### config.mk
export PLATFORM = sky130hd
export DESIGN_NAME = cpr_mac
export DESIGN_NICKNAME = d
export VERILOG_FILES = /design/src/hw/rtl/cascade_pid_position_rate_defines.svh /design/src/hw/rtl/cpr_pkg.sv /design/src/hw/rtl/cpr_mac.sv
export SDC_FILE = /design/constraint.sdc
export NUM_CORES = 2
export LEC_CHECK = 0
export ABC_AREA = 1
export BUFFER_PORTS_ARGS = -buffer_cell sky130_fd_sc_hd__buf_2
export CORE_UTILIZATION = 48
export CTS_BUF_LIST = sky130_fd_sc_hd__clkbuf_16
export CTS_CLUSTER_DIAMETER = 100
export DETAILED_ROUTE_END_ITERATION = 12
export PLACE_DENSITY = 0.68
export SYNTH_ARGS = -nofsm -noshare
export SYNTH_HDL_FRONTEND = slang
export SYNTH_SLANG_ARGS = --single-unit
### constraint.sdc
create_clock -name clk -period 10.6 [get_ports clk]
set_clock_uncertainty 0.2 [all_clocks]
set_input_delay 3.18 -clock clk [delete_from_list [all_inputs] [get_ports clk]]
set_output_delay 3.18 -clock clk [all_outputs]
set_load 0.02 [all_outputs]
### src/hw/rtl/cascade_pid_position_rate_defines.svh
// Assertion macros for the cascade position/rate controller.
`ifndef CASCADE_PID_POSITION_RATE_DEFINES_SVH
`define CASCADE_PID_POSITION_RATE_DEFINES_SVH

// Check a condition at every clock edge outside reset.
`define CPR_ASSERT_ALWAYS(label, cond, msg) \
    label: assert property (@(posedge clk) disable iff (!rst_n) (cond)) else $error(msg);

// Check that a condition implies another in the same cycle.
`define CPR_ASSERT_IMPLY(label, ante, cons, msg) \
    label: assert property (@(posedge clk) disable iff (!rst_n) (ante) |-> (cons)) \
        else $error(msg);

`endif

### src/hw/rtl/cpr_pkg.sv
// Shared widths, codes, control types and arithmetic helpers of the cascade controller.
package cpr_pkg;

    localparam int GAIN_FRAC_BITS = 8;
    localparam int GAIN_W         = 16;
    localparam int POS_W          = 16;
    localparam int ERR_W          = 17;
    localparam int DIFF_W         = 18;
    localparam int INT_W          = 32;
    localparam int ACC_W          = 48;
    localparam int CFG_IDX_W      = 3;
    localparam int CFG_DATA_W     = 32;

    // Configuration register indexes
    typedef enum logic [CFG_IDX_W-1:0] {
        REG_OUTER_KP          = 3'd0,
        REG_OUTER_KI          = 3'd1,
        REG_OUTER_KD          = 3'd2,
        REG_INNER_KP          = 3'd3,
        REG_INNER_KI          = 3'd4,
        REG_INNER_KD          = 3'd5,
        REG_OUTER_ERROR_LIMIT = 3'd6,
        REG_INTEGRAL_LIMIT    = 3'd7
    } cfg_reg_t;

    // Sequencer controls for the shared multiply-accumulate unit
    typedef struct packed {
        logic clear;
        logic mul_en;
        logic acc_en;
    } mac_ctl_t;

    localparam logic signed [INT_W:0] INT_MAX_X = {2'b00, {(INT_W-1){1'b1}}};
    localparam logic signed [INT_W:0] INT_MIN_X = {2'b11, {(INT_W-1){1'b0}}};

    localparam logic signed [ACC_W-1:0]  ACC_POS_MAX  = ACC_W'(32767);
    localparam logic signed [ACC_W-1:0]  ACC_POS_MIN  = ACC_W'(-32768);
    localparam logic signed [DIFF_W-1:0] DIFF_POS_MAX = DIFF_W'(32767);
    localparam logic signed [DIFF_W-1:0] DIFF_POS_MIN = DIFF_W'(-32768);

    // Add error to integral, saturate to 32 bits, then clamp from above
    function automatic logic signed [INT_W-1:0] integrate(
        input logic signed [INT_W-1:0] acc,
        input logic signed [ERR_W-1:0] err,
        input logic signed [INT_W-1:0] limit
    );
        logic signed [INT_W:0]   sum;
        logic signed [INT_W-1:0] res;
        sum = {acc[INT_W-1], acc} + {{(INT_W+1-ERR_W){err[ERR_W-1]}}, err};
        if (sum > INT_MAX_X)
            res = INT_MAX_X[INT_W-1:0];
        else if (sum < INT_MIN_X)
            res = INT_MIN_X[INT_W-1:0];
        else
            res = sum[INT_W-1:0];
        if (res > limit)
            res = limit;
        return res;
    endfunction

    // Floor-shift the accumulated sum and saturate to 16 bits
    function automatic logic signed [POS_W-1:0] scale_sat(
        input logic signed [ACC_W-1:0] acc
    );
        logic signed [ACC_W-1:0] shifted;
        logic signed [POS_W-1:0] res;
        shifted = acc >>> GAIN_FRAC_BITS;
        if (shifted > ACC_POS_MAX)
            res = ACC_POS_MAX[POS_W-1:0];
        else if (shifted < ACC_POS_MIN)
            res = ACC_POS_MIN[POS_W-1:0];
        else
            res = shifted[POS_W-1:0];
        return res;
    endfunction

    // Saturate an error change to 16 bits
    function automatic logic signed [POS_W-1:0] diff_sat(
        input logic signed [DIFF_W-1:0] d
    );
        logic signed [POS_W-1:0] res;
        if (d > DIFF_POS_MAX)
            res = DIFF_POS_MAX[POS_W-1:0];
        else if (d < DIFF_POS_MIN)
            res = DIFF_POS_MIN[POS_W-1:0];
        else
            res = d[POS_W-1:0];
        return res;
    endfunction

endpackage

### src/hw/rtl/cpr_mac.sv
// Shared signed multiply-accumulate unit with a registered product.
module cpr_mac
    import cpr_pkg::*;
(
    input  logic                     clk,
    input  mac_ctl_t                 ctl,
    input  logic signed [GAIN_W-1:0] gain,
    input  logic signed [INT_W-1:0]  operand,
    output logic signed [ACC_W-1:0]  acc
);

    logic signed [ACC_W-1:0] prod_reg;
    logic signed [ACC_W-1:0] acc_reg;

    // Register the product, then fold it into the sum
    always_ff @(posedge clk)
    begin
        if (ctl.mul_en)
        begin
            prod_reg <= gain * operand;
        end
        if (ctl.clear)
        begin
            acc_reg <= '0;
        end
        else if (ctl.acc_en)
        begin
            acc_reg <= acc_reg + prod_reg;
        end
    end

    assign acc = acc_reg;

endmodule

== After elaboration in Yosys (flattened, before gate mapping) ==
Index checks and enable logic that the tools add are counted.

* Output and inout port bits: 48
* Logic and storage cells: 4
* Register bits after elaboration: 96

* Multipliers: 1
* Add/sub/neg operators: 1

{| class="wikitable"
|+ Operator list
! kind !! count
|-
| $add A48 B48 Y48 || 1
|-
| $mul A16 B32 Y48 || 1
|}

== Logic depth before layout (Yosys ltp) ==
* Depth after elaboration: 1
* Mapped depth: 26
* Mapped depth without buffers: 25

== Worst setup path after synthesis ==
No wires, ideal clock.

* Path type: input-to-reg
* Start: input operand[7]
* End: register prod_reg[44], data pin
* Path buffers: 2
* Setup slack: 1961 ps
* Library setup time: 253 ps
* Cell stages on the path: 24
* Data arrival time: 8186 ps
* Data required time: 10147 ps
* Cells stage by stage: clkbuf_1 clkbuf_1 nand2_1 fa_1 inv_1 fa_1 inv_1 fa_1 inv_1 fa_1 fa_1 inv_1 fa_1 inv_1 ha_1 a21oi_1 a21boi_0 nor2_1 nor2_1 nor2_1 o21ai_0 nand3_1 nand2_1 nand2_1

* Cells in the longest elaborated chain, start to end: 1

{| class="wikitable"
|+ RTL lines
! element !! RTL line !! text
|-
| start: declaration || cpr_mac.sv:8 || <nowiki>input logic signed [INT_W-1:0] operand,</nowiki>
|-
| $mul A16 B32 Y48 || cpr_mac.sv:20 || <nowiki>prod_reg <= gain * operand;</nowiki>
|-
| end signal: assignment || cpr_mac.sv:20 ||
|-
| end: declaration || cpr_mac.sv:12 || <nowiki>logic signed [ACC_W-1:0] prod_reg;</nowiki>
|}

No other way between the ends.
A chain may end at the register's enable or synchronous reset.

== Worst setup path after layout ==
* Start: input gain[4]
* End: register prod_reg[43], data pin

* Cells in the longest elaborated chain, start to end: 1

{| class="wikitable"
|+ RTL lines
! element !! RTL line !! text
|-
| start: declaration || cpr_mac.sv:7 || <nowiki>input logic signed [GAIN_W-1:0] gain,</nowiki>
|-
| $mul A16 B32 Y48 || cpr_mac.sv:20 ||
|}

No other way between the ends.

==> results by group <==
Worst setup path
  – CP Launch Type: input pin
  – Worst path arrival time: 9.27 ns
  – CP dominant cell by count: fa_1
  – R2r setup slk: 7.68 ns
  – Worst path depth: 19
  – Slowest-stage cell, CP: fa_1
  – Critical path destination: prod_reg[43]$_DFFE_PP_
  – Crit path buffers/inverters: 5
  – Worst reg2reg path endpoint: acc[40]$_SDFFE_PP0P_
  – CP delay by family, top: adder cells
  – Kind of critical path: input pin to register
  – CP cell instances: buf_2 -> nand2_1 -> inv_1 -> fa_1 -> fa_1 -> inv_1 -> fa_1 -> fa_1 -> inv_1 -> fa_1 -> fa_1 -> ha_1 -> nand2_1 -> nor2_1 -> inv_1 -> nor3_1 -> nand3_1 -> nand3_1 -> xor2_1
  – CP endpoint kind: register
  – Crit-path max cell delay: 0.66 ns
  – Worst-path fanout max: 32
  – Critical Path RT: 10.50 ns
  – Critical Path Start: gain[4]
  – FF-to-FF path depth: 15
  – R2r startpoint: prod_reg[0]$_DFFE_PP_

Clock network
  – Worst-Skew Late Latency: 0.36 ns
  – CTS root buf: clkbuf_16
  – CTS tree: done
  – Hold buffers post-CTS: 0
  – Htree depth: 3
  – Clock Tree Buf Depth: 2
  – Setup Buffers After CTS: 0
  – TritonCTS buffer count: 9
  – Worst-path clk slew: 0.07 ns
  – CTS Sinks: 96
  – CTS resizes: 0

Logic synthesis
  – Share of the synthesized area in the top cell type: 0.374
  – Synth top area cells: fa_1, inv_1, nand2_1
  – Post-Syn Area per Cell: 7.19 um^2
  – Yosys top cell by area: fa_1
  – Commonest cells post-synth: inv_1, nand2_1, fa_1, nor2_1, ha_1
  – Seq/Total Area, Yosys: 0.0921
  – Synthesized instance count: 3626
  – Post-Synthesis Net Count: 4326
  – Most common flop cell mapped by yosys: edfxtp_1
  – Yosys reg bits: 96
  – Synth cell types: 43
  – Count leader, synth: inv_1
  – Ys Warns: 0
  – EDFF count, synth: 48
  – Share of flip-flops with an asynchronous set or reset: 0
  – Synthesized area: 26100 um^2

Routing
  – Vias per Instance: 5.00
  – Drt pass-1 iters: 5
  – Routed Antenna Nets: 0
  – Total number of vias: 21634
  – Post-route DRC: 0
  – WL final: 71100 um
  – Routed len/inst: 16.4 um
  – Starting DRT DRC Count: 1430

STA
  – Max-slew violation count: 0
  – Min Tclk post-route: 9.37 ns
  – Worst Max-Slew Pin Slew: 0.981 ns
  – FMAX: 107 MHz
  – RSZ-0062 raised after global routing: no
  – Setup-failing EPs final: 0
  – Hold Fails Final Rpt: 0
  – Setup TNS: 0 ns
  – Slew headroom: 0.346
  – Final period util: 0.884

Die
  – Die footprint: 55300 um^2
  – Die height: 235 um
  – Core area: 53700 um^2
  – Row cnt: 85
  – Die X: 235 um
  – Starting utilization of the core area: 0.486
  – IO Pins: 100

Final layout
  – Core Util, Final: 0.511
  – Synth-to-Final Area Change: 5.14%
  – # fillers: 5406
  – Final net count: 4328
  – # diodes: 0
  – Finished Layout Cells: 4329
  – Layout cell share with drive strength beyond 1: 0.0443

Global routing
  – Global route overflow: 0
  – Vias in the first global route: 22301
  – Initial antenna violation count: 0
  – Gr usage total: 0.266
  – First-pass GRT wire length: 116000 um
  – Largest net degree at the start of global routing: 78

Worst hold path
  – Hold crit path type: register to register

Place
  – Dpl hpwl: 59900 um
  – I/O Buffers: 99
  – Dpl cells: 4313
  – Placer Congestion: 1.00

Flow run
  – Maxcap violations: 0

Status
  – Outcome: complete, no violations
==> layout by cell type (no fill, tap or decap), drive strengths merged <==
cell type  count
nor2         299
a21boi         4
bufinv         3
nor4           3
inv         1062
edfxtp        48
a31o           2
o211ai         2
clkinv         1
o21ai         81
a21o           6
nand4         23
clkbuf         9
xnor2         17
dfxtp         48
nand3b         2
ha           161
nand2        927
fa           487
nand2b         1
a211o          1
xor2          48
buf          109
a211oi         1
clkinvlp       1
and3           3
o21a           4
nand3        105
a31oi          7
o21bai        27
or2            9
and2           2
a21oi        112
nor3          18
==> tightest hold or removal path, cell delays in order (launching register included) <==
cell	delay, ns
dfxtp_1	0.33
nand2_1	0.06
a21oi_1	0.05
==> through the flow <==
step / instance area (um^2) / hold WS (ns) / worst slack (ns)
2_1_floorplan: 26100 / 0.355 / 1.96
3_3_place_gp: 27100 / 0.277 / 0.869
3_5_place_dp: 27100 / 0.281 / 0.841
4_1_cts: 27400 / 0.290 / 1.23
5_1_grt: 27400 / 0.327 / 0.865
6_report: 27400 / 0.286 / 1.23
==> worst min-delay path by stage <==
stage	from	to	slack (ns)	depth (start not counted)
after global placement	acc[0]$_SDFFE_PP0P_	acc[0]$_SDFFE_PP0P_	0.28	2
after global routing	acc[0]$_SDFFE_PP0P_	acc[0]$_SDFFE_PP0P_	0.33	2
after CTS	acc[0]$_SDFFE_PP0P_	acc[0]$_SDFFE_PP0P_	0.29	2
after floorplan	acc[0]$_SDFFE_PP0P_	acc[0]$_SDFFE_PP0P_	0.36	2
after detailed placement	acc[0]$_SDFFE_PP0P_	acc[0]$_SDFFE_PP0P_	0.28	2
final	acc[0]$_SDFFE_PP0P_	acc[0]$_SDFFE_PP0P_	0.29	2
==> kinds of logic after synthesis <==
family / count (synthesis) / share of synthesized area
adders and majority gates: 648 / 0.451
AOI/OAI and AO/OA: 247 / 0.0527
buffers and inverters: 1178 / 0.170
and+or+nand+nor: 1392 / 0.213
xor gates and xnor gates: 65 / 0.0218
DFF: 96 / 0.0921
==> metal layers <==
metal	global-route usage	wire length [um]	vias up	part of all wire
met5	0	0	-	0
met4	0.101	2750	0	0.039
met3	0.0313	4340	148	0.061
met2	0.446	32800	727	0.46
met1	0.355	31200	10319	0.44
li1	-	-	10440	-
==> area by class of cell <==
cell class / instances / area (um^2) / area share
inverter: 1060 / 3980 / 0.145
multi-input combinational: 2352 / 19300 / 0.702
sequential: 96 / 2400 / 0.0876
timing repair buffer: 109 / 571 / 0.0208
clock inverter: 7 / 119 / 0.00433
clock buffer: 9 / 225 / 0.00821
tap: 696 / 871 / 0.0318
Power is not shown: default switching activity piles up to over one toggle a cycle in this logic, so the estimate is an artifact.
